--- src/rtl/wms_pkg.sv ---
`timescale 1ns / 1ps
// Shared types and constants for the waypoint mission sequencer.
// Used by wms_step, waypoint_mission_sequencer_core and wms_checker; no dependencies.
package wms_pkg;

    localparam int MAX_WAYPOINTS = 256;
    localparam int TAG_BITS      = 8;
    localparam int ROUTE_CAP_INT = (MAX_WAYPOINTS < 256) ? MAX_WAYPOINTS : 256;
    localparam logic [8:0] ROUTE_CAP = 9'(ROUTE_CAP_INT);
    localparam int APB_ADDR_W    = 5;

    typedef enum logic [2:0] {
        MODE_WAIT   = 3'd0,
        MODE_IDLE   = 3'd1,
        MODE_PATROL = 3'd2,
        MODE_RETURN = 3'd3,
        MODE_CHARGE = 3'd4,
        MODE_FINISH = 3'd5
    } mode_t;

    typedef enum logic [2:0] {
        CMD_TICK    = 3'd0,
        CMD_START   = 3'd1,
        CMD_STOP    = 3'd2,
        CMD_REJECT  = 3'd3,
        CMD_SUCCEED = 3'd4,
        CMD_FAIL    = 3'd5
    } cmd_t;

    typedef enum logic [1:0] {
        OVR_NONE = 2'd0,
        OVR_ON   = 2'd1,
        OVR_OFF  = 2'd2
    } ovr_t;

    typedef enum logic [2:0] {
        REG_AUTOSTART   = 3'd0,
        REG_LOOP_ENABLE = 3'd1,
        REG_LOOP_LIMIT  = 3'd2,
        REG_RETRY_LIMIT = 3'd3,
        REG_RETRY_WAIT  = 3'd4,
        REG_WP_TOTAL    = 3'd5
    } reg_addr_t;

    typedef struct packed {
        logic        autostart_enable;
        logic        loop_enable;
        logic [7:0]  loop_limit;
        logic [3:0]  retry_limit;
        logic [15:0] retry_wait_ticks;
        logic [8:0]  waypoint_total;
    } cfg_t;

    typedef struct packed {
        logic [2:0] command;
        logic       nav_ready;
        logic       battery_low;
        logic       battery_charged;
        logic [7:0] event_tag;
    } req_t;

    typedef struct packed {
        mode_t               mode;
        ovr_t                start_override;
        logic [7:0]          route_index;
        logic [7:0]          loop_count;
        logic [4:0]          retry_count;
        logic [15:0]         wait_count;
        logic [TAG_BITS-1:0] tag_counter;
        logic                goal_outstanding;
    } state_t;

    typedef struct packed {
        logic [2:0] mission_state;
        logic       issue_goal;
        logic       goal_is_dock;
        logic [7:0] goal_waypoint;
        logic [7:0] goal_tag;
        logic       cancel_goals;
        logic       command_accepted;
        logic       goal_busy;
        logic       charging;
        logic [7:0] loops_done;
        logic [7:0] waypoint_now;
    } res_t;

endpackage

--- src/rtl/wms_step.sv ---
`timescale 1ns / 1ps
// Next-state and result logic for one mission request.
// Depends on wms_pkg.
module wms_step
    import wms_pkg::*;
(
    input  state_t st,
    input  cfg_t   cfg,
    input  req_t   req,
    output state_t st_next,
    output res_t   res
);

    logic [15:0]         wc_dec;
    logic [8:0]          rsize;
    logic [8:0]          idx_inc;
    logic [7:0]          adv_index;
    logic [7:0]          adv_loop;
    mode_t               adv_mode;
    logic [TAG_BITS-1:0] tag_inc;
    logic [4:0]          rc_inc;
    logic [7:0]          idx;
    logic                go;
    logic                issue;
    logic                dock;
    logic [7:0]          wp;
    logic                cancel;
    logic                accepted;

    always_comb begin
        wc_dec  = (st.wait_count != 16'd0) ? st.wait_count - 16'd1 : st.wait_count;
        tag_inc = st.tag_counter + TAG_BITS'(1);
        rc_inc  = st.retry_count + 5'd1;

        rsize = cfg.waypoint_total;
        if (rsize == 9'd0) begin
            rsize = 9'd1;
        end
        if (rsize > ROUTE_CAP) begin
            rsize = ROUTE_CAP;
        end

        idx_inc   = {1'b0, st.route_index} + 9'd1;
        adv_index = st.route_index + 8'd1;
        adv_loop  = st.loop_count;
        adv_mode  = st.mode;
        if (idx_inc >= rsize) begin
            adv_index = 8'd0;
            if (st.loop_count != 8'hFF) begin
                adv_loop = st.loop_count + 8'd1;
            end
            if (!cfg.loop_enable || (cfg.loop_limit != 8'd0 && adv_loop >= cfg.loop_limit)) begin
                adv_mode = MODE_FINISH;
            end
        end

        idx      = ({1'b0, st.route_index} >= rsize) ? 8'd0 : st.route_index;
        go       = 1'b0;
        st_next  = st;
        issue    = 1'b0;
        dock     = 1'b0;
        wp       = 8'd0;
        cancel   = 1'b0;
        accepted = 1'b0;

        case (req.command)
            CMD_TICK: begin
                st_next.wait_count = wc_dec;
                case (st.mode)
                    MODE_WAIT: begin
                        if (req.nav_ready) begin
                            case (st.start_override)
                                OVR_ON:  go = 1'b1;
                                OVR_OFF: go = 1'b0;
                                default: go = cfg.autostart_enable;
                            endcase
                            st_next.wait_count = 16'd0;
                            st_next.mode       = go ? MODE_PATROL : MODE_IDLE;
                        end
                    end
                    MODE_PATROL: begin
                        if (req.battery_low) begin
                            st_next.tag_counter      = tag_inc;
                            st_next.goal_outstanding = 1'b0;
                            st_next.retry_count      = 5'd0;
                            st_next.wait_count       = 16'd0;
                            st_next.mode             = MODE_RETURN;
                        end else if (!st.goal_outstanding && wc_dec == 16'd0) begin
                            st_next.route_index      = idx;
                            st_next.tag_counter      = tag_inc;
                            st_next.goal_outstanding = 1'b1;
                            issue                    = 1'b1;
                            wp                       = idx;
                        end
                    end
                    MODE_RETURN: begin
                        if (!st.goal_outstanding && wc_dec == 16'd0) begin
                            st_next.tag_counter      = tag_inc;
                            st_next.goal_outstanding = 1'b1;
                            issue                    = 1'b1;
                            dock                     = 1'b1;
                        end
                    end
                    MODE_CHARGE: begin
                        if (req.battery_charged) begin
                            st_next.retry_count = 5'd0;
                            st_next.wait_count  = 16'd0;
                            st_next.mode        = MODE_PATROL;
                        end
                    end
                    default: begin
                    end
                endcase
            end
            CMD_START: begin
                if (st.mode inside {MODE_IDLE, MODE_FINISH}) begin
                    if (st.mode == MODE_FINISH) begin
                        st_next.route_index = 8'd0;
                        st_next.loop_count  = 8'd0;
                    end
                    st_next.retry_count = 5'd0;
                    st_next.wait_count  = 16'd0;
                    st_next.mode        = MODE_PATROL;
                    accepted            = 1'b1;
                end else if (st.mode == MODE_WAIT) begin
                    st_next.start_override = OVR_ON;
                    accepted               = 1'b1;
                end
            end
            CMD_STOP: begin
                if (st.mode == MODE_WAIT) begin
                    st_next.start_override = OVR_OFF;
                    accepted               = 1'b1;
                end else if (!(st.mode inside {MODE_IDLE, MODE_FINISH})) begin
                    cancel                   = st.goal_outstanding;
                    st_next.tag_counter      = tag_inc;
                    st_next.goal_outstanding = 1'b0;
                    st_next.mode             = MODE_IDLE;
                    accepted                 = 1'b1;
                end
            end
            CMD_REJECT, CMD_SUCCEED, CMD_FAIL: begin
                if (st.goal_outstanding && req.event_tag == 8'(st.tag_counter)) begin
                    st_next.goal_outstanding = 1'b0;
                    case (req.command)
                        CMD_REJECT: begin
                            st_next.wait_count = cfg.retry_wait_ticks;
                        end
                        CMD_SUCCEED: begin
                            st_next.retry_count = 5'd0;
                            if (st.mode == MODE_RETURN) begin
                                st_next.mode = MODE_CHARGE;
                            end else begin
                                st_next.route_index = adv_index;
                                st_next.loop_count  = adv_loop;
                                st_next.mode        = adv_mode;
                                st_next.wait_count  = 16'd0;
                            end
                        end
                        default: begin
                            if (rc_inc <= {1'b0, cfg.retry_limit}) begin
                                st_next.retry_count = rc_inc;
                                st_next.wait_count  = cfg.retry_wait_ticks;
                            end else begin
                                st_next.retry_count = 5'd0;
                                if (st.mode == MODE_RETURN) begin
                                    st_next.wait_count = cfg.retry_wait_ticks;
                                end else begin
                                    st_next.route_index = adv_index;
                                    st_next.loop_count  = adv_loop;
                                    st_next.mode        = adv_mode;
                                    st_next.wait_count  = 16'd0;
                                end
                            end
                        end
                    endcase
                end
            end
            default: begin
            end
        endcase

        res.mission_state    = st_next.mode;
        res.issue_goal       = issue;
        res.goal_is_dock     = dock;
        res.goal_waypoint    = wp;
        res.goal_tag         = 8'(st_next.tag_counter);
        res.cancel_goals     = cancel;
        res.command_accepted = accepted;
        res.goal_busy        = st_next.goal_outstanding;
        res.charging         = (st_next.mode == MODE_CHARGE);
        res.loops_done       = st_next.loop_count;
        res.waypoint_now     = st_next.route_index;
    end

endmodule

--- src/rtl/waypoint_mission_sequencer_core.sv ---
`timescale 1ns / 1ps
// Waypoint mission sequencer top level: APB registers, request and result stages.
// Depends on wms_pkg and wms_step.
//
// Usage:
//   Requests (tick, start, stop, goal rejected/succeeded/failed) enter on the s_ channel
//   with valid/ready; each request yields exactly one result on the m_ channel.
//   A request is captured in an input register; once the result stage can advance, the
//   mission state update (wms_step) runs and loads the result register and m_valid.
//   Throughput is one request per cycle: the input register refills in the same
//   cycle that the result register is loaded, so s_ready stays high while the
//   result stage can advance.
//   When m_ready is low with a result held, the input register holds at most one more
//   request, then s_ready drops; nothing is lost or duplicated.
//   Registers sit at byte addresses 4*i on the APB port; pready is always high and a
//   write lands on the access cycle. Write them only while no request is in flight.
//   Synchronous active-low reset empties both stages, sets the mission to waiting for
//   the navigator with all counters and the goal tag at zero, and loads register defaults.
module waypoint_mission_sequencer_core
    import wms_pkg::*;
(
    input  logic                  aclk,
    input  logic                  aresetn,
    input  logic                  psel,
    input  logic                  penable,
    input  logic                  pwrite,
    input  logic [APB_ADDR_W-1:0] paddr,
    input  logic [31:0]           pwdata,
    output logic [31:0]           prdata,
    output logic                  pready,
    input  logic                  s_valid,
    output logic                  s_ready,
    input  logic [2:0]            s_command,
    input  logic                  s_nav_ready,
    input  logic                  s_battery_low,
    input  logic                  s_battery_charged,
    input  logic [7:0]            s_event_tag,
    output logic                  m_valid,
    input  logic                  m_ready,
    output logic [2:0]            m_mission_state,
    output logic                  m_issue_goal,
    output logic                  m_goal_is_dock,
    output logic [7:0]            m_goal_waypoint,
    output logic [7:0]            m_goal_tag,
    output logic                  m_cancel_goals,
    output logic                  m_command_accepted,
    output logic                  m_goal_busy,
    output logic                  m_charging,
    output logic [7:0]            m_loops_done,
    output logic [7:0]            m_waypoint_now
);

    cfg_t      cfg_reg;
    state_t    state_reg;
    state_t    state_next;
    req_t      req_reg;
    res_t      res_reg;
    res_t      res_next;
    logic      in_valid_reg;
    logic      m_valid_reg;
    logic      advance;
    logic      cfg_wr;
    reg_addr_t cfg_addr;

    assign pready   = 1'b1;
    assign cfg_addr = reg_addr_t'(paddr[APB_ADDR_W-1:2]);
    assign cfg_wr   = psel && penable && pwrite && pready;

    always_ff @(posedge aclk) begin
        if (!aresetn) begin
            cfg_reg.autostart_enable <= 1'b1;
            cfg_reg.loop_enable      <= 1'b1;
            cfg_reg.loop_limit       <= 8'd0;
            cfg_reg.retry_limit      <= 4'd2;
            cfg_reg.retry_wait_ticks <= 16'd30;
            cfg_reg.waypoint_total   <= 9'd1;
        end else if (cfg_wr) begin
            case (cfg_addr)
                REG_AUTOSTART:   cfg_reg.autostart_enable <= pwdata[0];
                REG_LOOP_ENABLE: cfg_reg.loop_enable      <= pwdata[0];
                REG_LOOP_LIMIT:  cfg_reg.loop_limit       <= pwdata[7:0];
                REG_RETRY_LIMIT: cfg_reg.retry_limit      <= pwdata[3:0];
                REG_RETRY_WAIT:  cfg_reg.retry_wait_ticks <= pwdata[15:0];
                REG_WP_TOTAL:    cfg_reg.waypoint_total   <= pwdata[8:0];
                default: begin
                end
            endcase
        end
    end

    always_comb begin
        case (cfg_addr)
            REG_AUTOSTART:   prdata = {31'd0, cfg_reg.autostart_enable};
            REG_LOOP_ENABLE: prdata = {31'd0, cfg_reg.loop_enable};
            REG_LOOP_LIMIT:  prdata = {24'd0, cfg_reg.loop_limit};
            REG_RETRY_LIMIT: prdata = {28'd0, cfg_reg.retry_limit};
            REG_RETRY_WAIT:  prdata = {16'd0, cfg_reg.retry_wait_ticks};
            REG_WP_TOTAL:    prdata = {23'd0, cfg_reg.waypoint_total};
            default:         prdata = 32'd0;
        endcase
    end

    assign advance = !m_valid_reg || m_ready;
    assign s_ready = !in_valid_reg || advance;

    always_ff @(posedge aclk) begin
        if (!aresetn) begin
            in_valid_reg <= 1'b0;
        end else if (s_ready) begin
            in_valid_reg <= s_valid;
        end
    end

    always_ff @(posedge aclk) begin
        if (s_ready && s_valid) begin
            req_reg.command         <= s_command;
            req_reg.nav_ready       <= s_nav_ready;
            req_reg.battery_low     <= s_battery_low;
            req_reg.battery_charged <= s_battery_charged;
            req_reg.event_tag       <= s_event_tag;
        end
    end

    wms_step u_step (
        .st      (state_reg),
        .cfg     (cfg_reg),
        .req     (req_reg),
        .st_next (state_next),
        .res     (res_next)
    );

    always_ff @(posedge aclk) begin
        if (!aresetn) begin
            state_reg.mode             <= MODE_WAIT;
            state_reg.start_override   <= OVR_NONE;
            state_reg.route_index      <= 8'd0;
            state_reg.loop_count       <= 8'd0;
            state_reg.retry_count      <= 5'd0;
            state_reg.wait_count       <= 16'd0;
            state_reg.tag_counter      <= '0;
            state_reg.goal_outstanding <= 1'b0;
            m_valid_reg                <= 1'b0;
        end else if (advance) begin
            m_valid_reg <= in_valid_reg;
            if (in_valid_reg) begin
                state_reg <= state_next;
            end
        end
    end

    always_ff @(posedge aclk) begin
        if (advance && in_valid_reg) begin
            res_reg <= res_next;
        end
    end

    assign m_valid            = m_valid_reg;
    assign m_mission_state    = res_reg.mission_state;
    assign m_issue_goal       = res_reg.issue_goal;
    assign m_goal_is_dock     = res_reg.goal_is_dock;
    assign m_goal_waypoint    = res_reg.goal_waypoint;
    assign m_goal_tag         = res_reg.goal_tag;
    assign m_cancel_goals     = res_reg.cancel_goals;
    assign m_command_accepted = res_reg.command_accepted;
    assign m_goal_busy        = res_reg.goal_busy;
    assign m_charging         = res_reg.charging;
    assign m_loops_done       = res_reg.loops_done;
    assign m_waypoint_now     = res_reg.waypoint_now;

endmodule

--- config.mk ---
export PLATFORM = sky130hd
export DESIGN_NAME = waypoint_mission_sequencer_core
export DESIGN_NICKNAME = d
export VERILOG_FILES = /design/src/rtl/wms_pkg.sv /design/src/rtl/wms_step.sv /design/src/rtl/waypoint_mission_sequencer_core.sv
export SDC_FILE = /design/constraint.sdc
export NUM_CORES = 1
export LEC_CHECK = 0
export ABC_CLOCK_PERIOD_IN_PS = 4700
export BUFFER_PORTS_ARGS = -buffer_cell sky130_fd_sc_hd__clkbuf_2
export CORE_ASPECT_RATIO = 0.5
export CORE_MARGIN = 10
export CORE_UTILIZATION = 30
export DETAILED_ROUTE_END_ITERATION = 10
export RECOVER_POWER = 25
export SLEW_MARGIN = 15
export SYNTH_ARGS = -nofsm -noshare
export SYNTH_HDL_FRONTEND = slang
export SYNTH_HIERARCHICAL = 1
export SYNTH_SLANG_ARGS = --single-unit
--- constraint.sdc ---
create_clock -name aclk -period 4.7 [get_ports aclk]
set_input_delay 0.235 -clock aclk [delete_from_list [all_inputs] [get_ports aclk]]
set_output_delay 0.235 -clock aclk [all_outputs]
set_load 0.02 [all_outputs]
==> run metrics <==
#FFs+latches synth=147; WL met2=14200 um; Critical Path Sink Type=flip-flop; Synth top area share=0.189; Hold Path Sink=cfg_reg[19]; post-synthesis cell type with the largest combined area=dfxtp_1; r2r startpoint=state_reg[39]; Setup Skew=0.0116 ns; Die Y=148 um; mux cell area share after synthesis=0.0588; largest cells by area after synthesis=dfxtp_1, edfxtp_1, mux2i_1; CTS sink count=147; layout cells sized above 1=0.108; Slew Limit Fails=0; final period utilization=0.901; chip width=275 um; sequential share of the synthesized area=0.358; first-pass GRT wire length=48000 um; vias in the first global route=8540; global-route usage over all layers=0.145; fin crit period=4.23 ns; Via density=5.48; area grow syn2layout=11.8%; grt ovf=0; simple-gate portion of the synthesized area=0.200; DRC=0; starting density of the core=0.306; PD cells=274 nW/um2; CTS tree=done; status=finished, final reports clean; I/O pin total=134; Final Util=0.343; crit path kind=flip-flop to flip-flop; Top Layer Used=met4; critical path peak fanout=7; synthesized area=9770 um2; clk buf depth=2; Buffers on Ports=98; Slew Limit Headroom=0.204; Worst EP arrival=4.59 ns; Hold WC Path Type=primary input to flip-flop; CP Launch Type=flip-flop; max reg flops=51; Synth Area in Adders=0.0448; antenna viol nets, final=0; r2r worst-path depth=15; TNS Setup=0 ns; WL/cell=18.7 um; CTS H-Tree Depth=4; Iteration-0 DRC Markers=867; Distinct cells, synth=81; drt total wl=30200 um; core area=31900 um2; top_reg_cell synth=dfxtp_1; Synth Warn #=6; Reg-to-Reg End=state_reg[40]; Hold Path Depth=3; R2R setup slack=0.47 ns; EDFF count, synth=55; Critical path origin=state_reg[39]; CP required=5.06 ns; asr flop ratio synth=0; GPL Wtd Cong=0.879; FMAX=236 MHz; RSZ-0062 raised after global routing=false; root buf cell=clkbuf_16; Synth Instances=1142; Die Area=40600 um2; Num CTS Buffers=17; leakage power=4.03 nW; Nets=1268; n_diodes=0; antenna violations before repair=0; Skew-Pair Late Insertion Delay=0.44 ns; largest family of logic cells by synthesized area=compound AO/OA/AOI/OAI gates; met3 wire length=1540 um; dpl hpwl=21700 um; first-pass iteration count of the detailed router=6; Vias=8872; Mapped Avg Cell Area=8.55 um2; Synth Area in Compound Gates=0.227; std cell rows=46; Hold Startpoint=pwdata[10]; worst slew pin tran=1.19 ns; Reg clk slew, reported paths=0.07 ns; max_cap viols=0; post-synthesis xor/xnor area fraction=0.0242; # setup viols final=0; post-CTS setup repair buffer count=0; WL met1=13800 um; final hold violations=0; largest net degree at the start of global routing=54; maximum vdd drop=0.212 mV
-- repair_timing --
action | 4_1_cts | 5_1_grt
resized for setup | 0 | 0
endpoints found under the hold margin | 14 | 0
hold buffers | 14 | 0
-- metal layers --
layer,track usage,vias up
met5,0,-
met4,0.0438,0
met3,0.0238,47
met2,0.237,308
met1,0.193,4332
li1,-,4185
-- placed cells by master (no fill, tap or decap), types with 6 or more instances in the layout --
master and n:
a21boi_1 6, nand2b_1 15, o311ai_0 6, nor2_1 44, ha_1 35, a31oi_1 7
edfxtp_1 55, xnor2_1 10, a22oi_1 15, conb_1 17, a21o_1 10, dfxtp_1 91
a21oi_1 58, and2_1 26, and3_1 6, o21ai_0 108, a21boi_0 49, inv_1 32
o221ai_1 9, or3_1 7, clkbuf_16 18, dlygate4sd3_1 14, nor3_1 22, xor2_1 17
nor4_1 16, nand2_1 102, a211oi_1 6, clkbuf_2 57, buf_4 15, nand3_1 80
clkbuf_1 40, mux2i_1 54, o21a_1 7, o22ai_1 10, nor2b_1 15
-- worst max-delay path by stage --
stage / cells after the start / to / slack [ns]
2_1_floorplan: 16 / state_reg[40] / 1.23
3_3_place_gp: 15 / state_reg[40] / 0.67
3_5_place_dp: 15 / state_reg[40] / 0.62
4_1_cts: 15 / state_reg[40] / 0.60
5_1_grt: 15 / state_reg[40] / 0.11
6_report: 15 / state_reg[40] / 0.47
-- metrics by stage --
stage | hold WS, ns | cells | setup slack, ns | power, mW | instance area [um2]
6_report | 0.0171 | 1620 | 0.467 | 3.00 | 10900
2_1_floorplan | 0.334 | 1157 | 1.23 | 1.58 | 9820
3_3_place_gp | 0.415 | 1573 | 0.668 | 1.65 | 10300
4_1_cts | 0.0108 | 1619 | 0.596 | 3.03 | 11000
5_1_grt | 0.0143 | 1620 | 0.107 | 3.10 | 10900
3_5_place_dp | 0.414 | 1573 | 0.617 | 1.65 | 10300
-- worst max-delay path: stages, from the launching register on --
cell and delay [ns]:
dfxtp_1 0.45, ha_1 0.32, nand3_1 0.17, nor2_1 0.34, and3_1 0.22, ha_1 0.24
a2111oi_0 0.49, o21ai_0 0.16, a41o_1 0.25, and2_1 0.21, nor2_1 0.40, a221oi_1 0.15
or3_1 0.35, o21ai_0 0.12, nand3_1 0.11, a21boi_0 0.17
-- cell families (layout without fill, tap and decap cells) --
family / after synthesis / count (layout)
adders and majority gates: 35 / 35
DFF: 147 / 147
other: 2 / 17
and+or+nand+nor: 367 / 367
muxes: 56 / 56
buffers and inverters: 163 / 194
AOI/OAI and AO/OA: 345 / 345
xor gates and xnor gates: 27 / 27
-- cells in the mapped netlist, drive strengths merged, types with 4 or more instances --
master and instances:
a211oi 7, a21boi 55, a21o 10, a21oi 58, a22o 5, a22oi 15, a31oi 7, and2 28
and3 6, buf 73, clkbuf 56, dfxtp 92, edfxtp 55, ha 35, inv 32, mux2i 54
nand2 102, nand2b 16, nand3 80, nand4 6, nor2 47, nor2b 16, nor3 23, nor4 19
o211ai 5, o21a 7, o21ai 113, o221ai 9, o22ai 10, o2bb2ai 4, o311ai 6, o31ai 5
or2 4, or3 7, xnor2 10, xor2 17
-- cell type report --
type                       instances  area (um2)
multi-input combinational        847        5460
inverter                          34         128
tap                              432         541
clock inverter                    14         134
fill                            3300       21000
clock buffer                      18         450
sequential                       147        3490
timing repair buffer             128         713
-- power breakdown --
group / total, mW / switching, mW / internal [mW]
combinational: 0.275 / 0.192 / 0.0832
clock: 1.36 / 0.630 / 0.732
sequential: 1.36 / 0.0180 / 1.34
(Power assumes the default switching activity.)
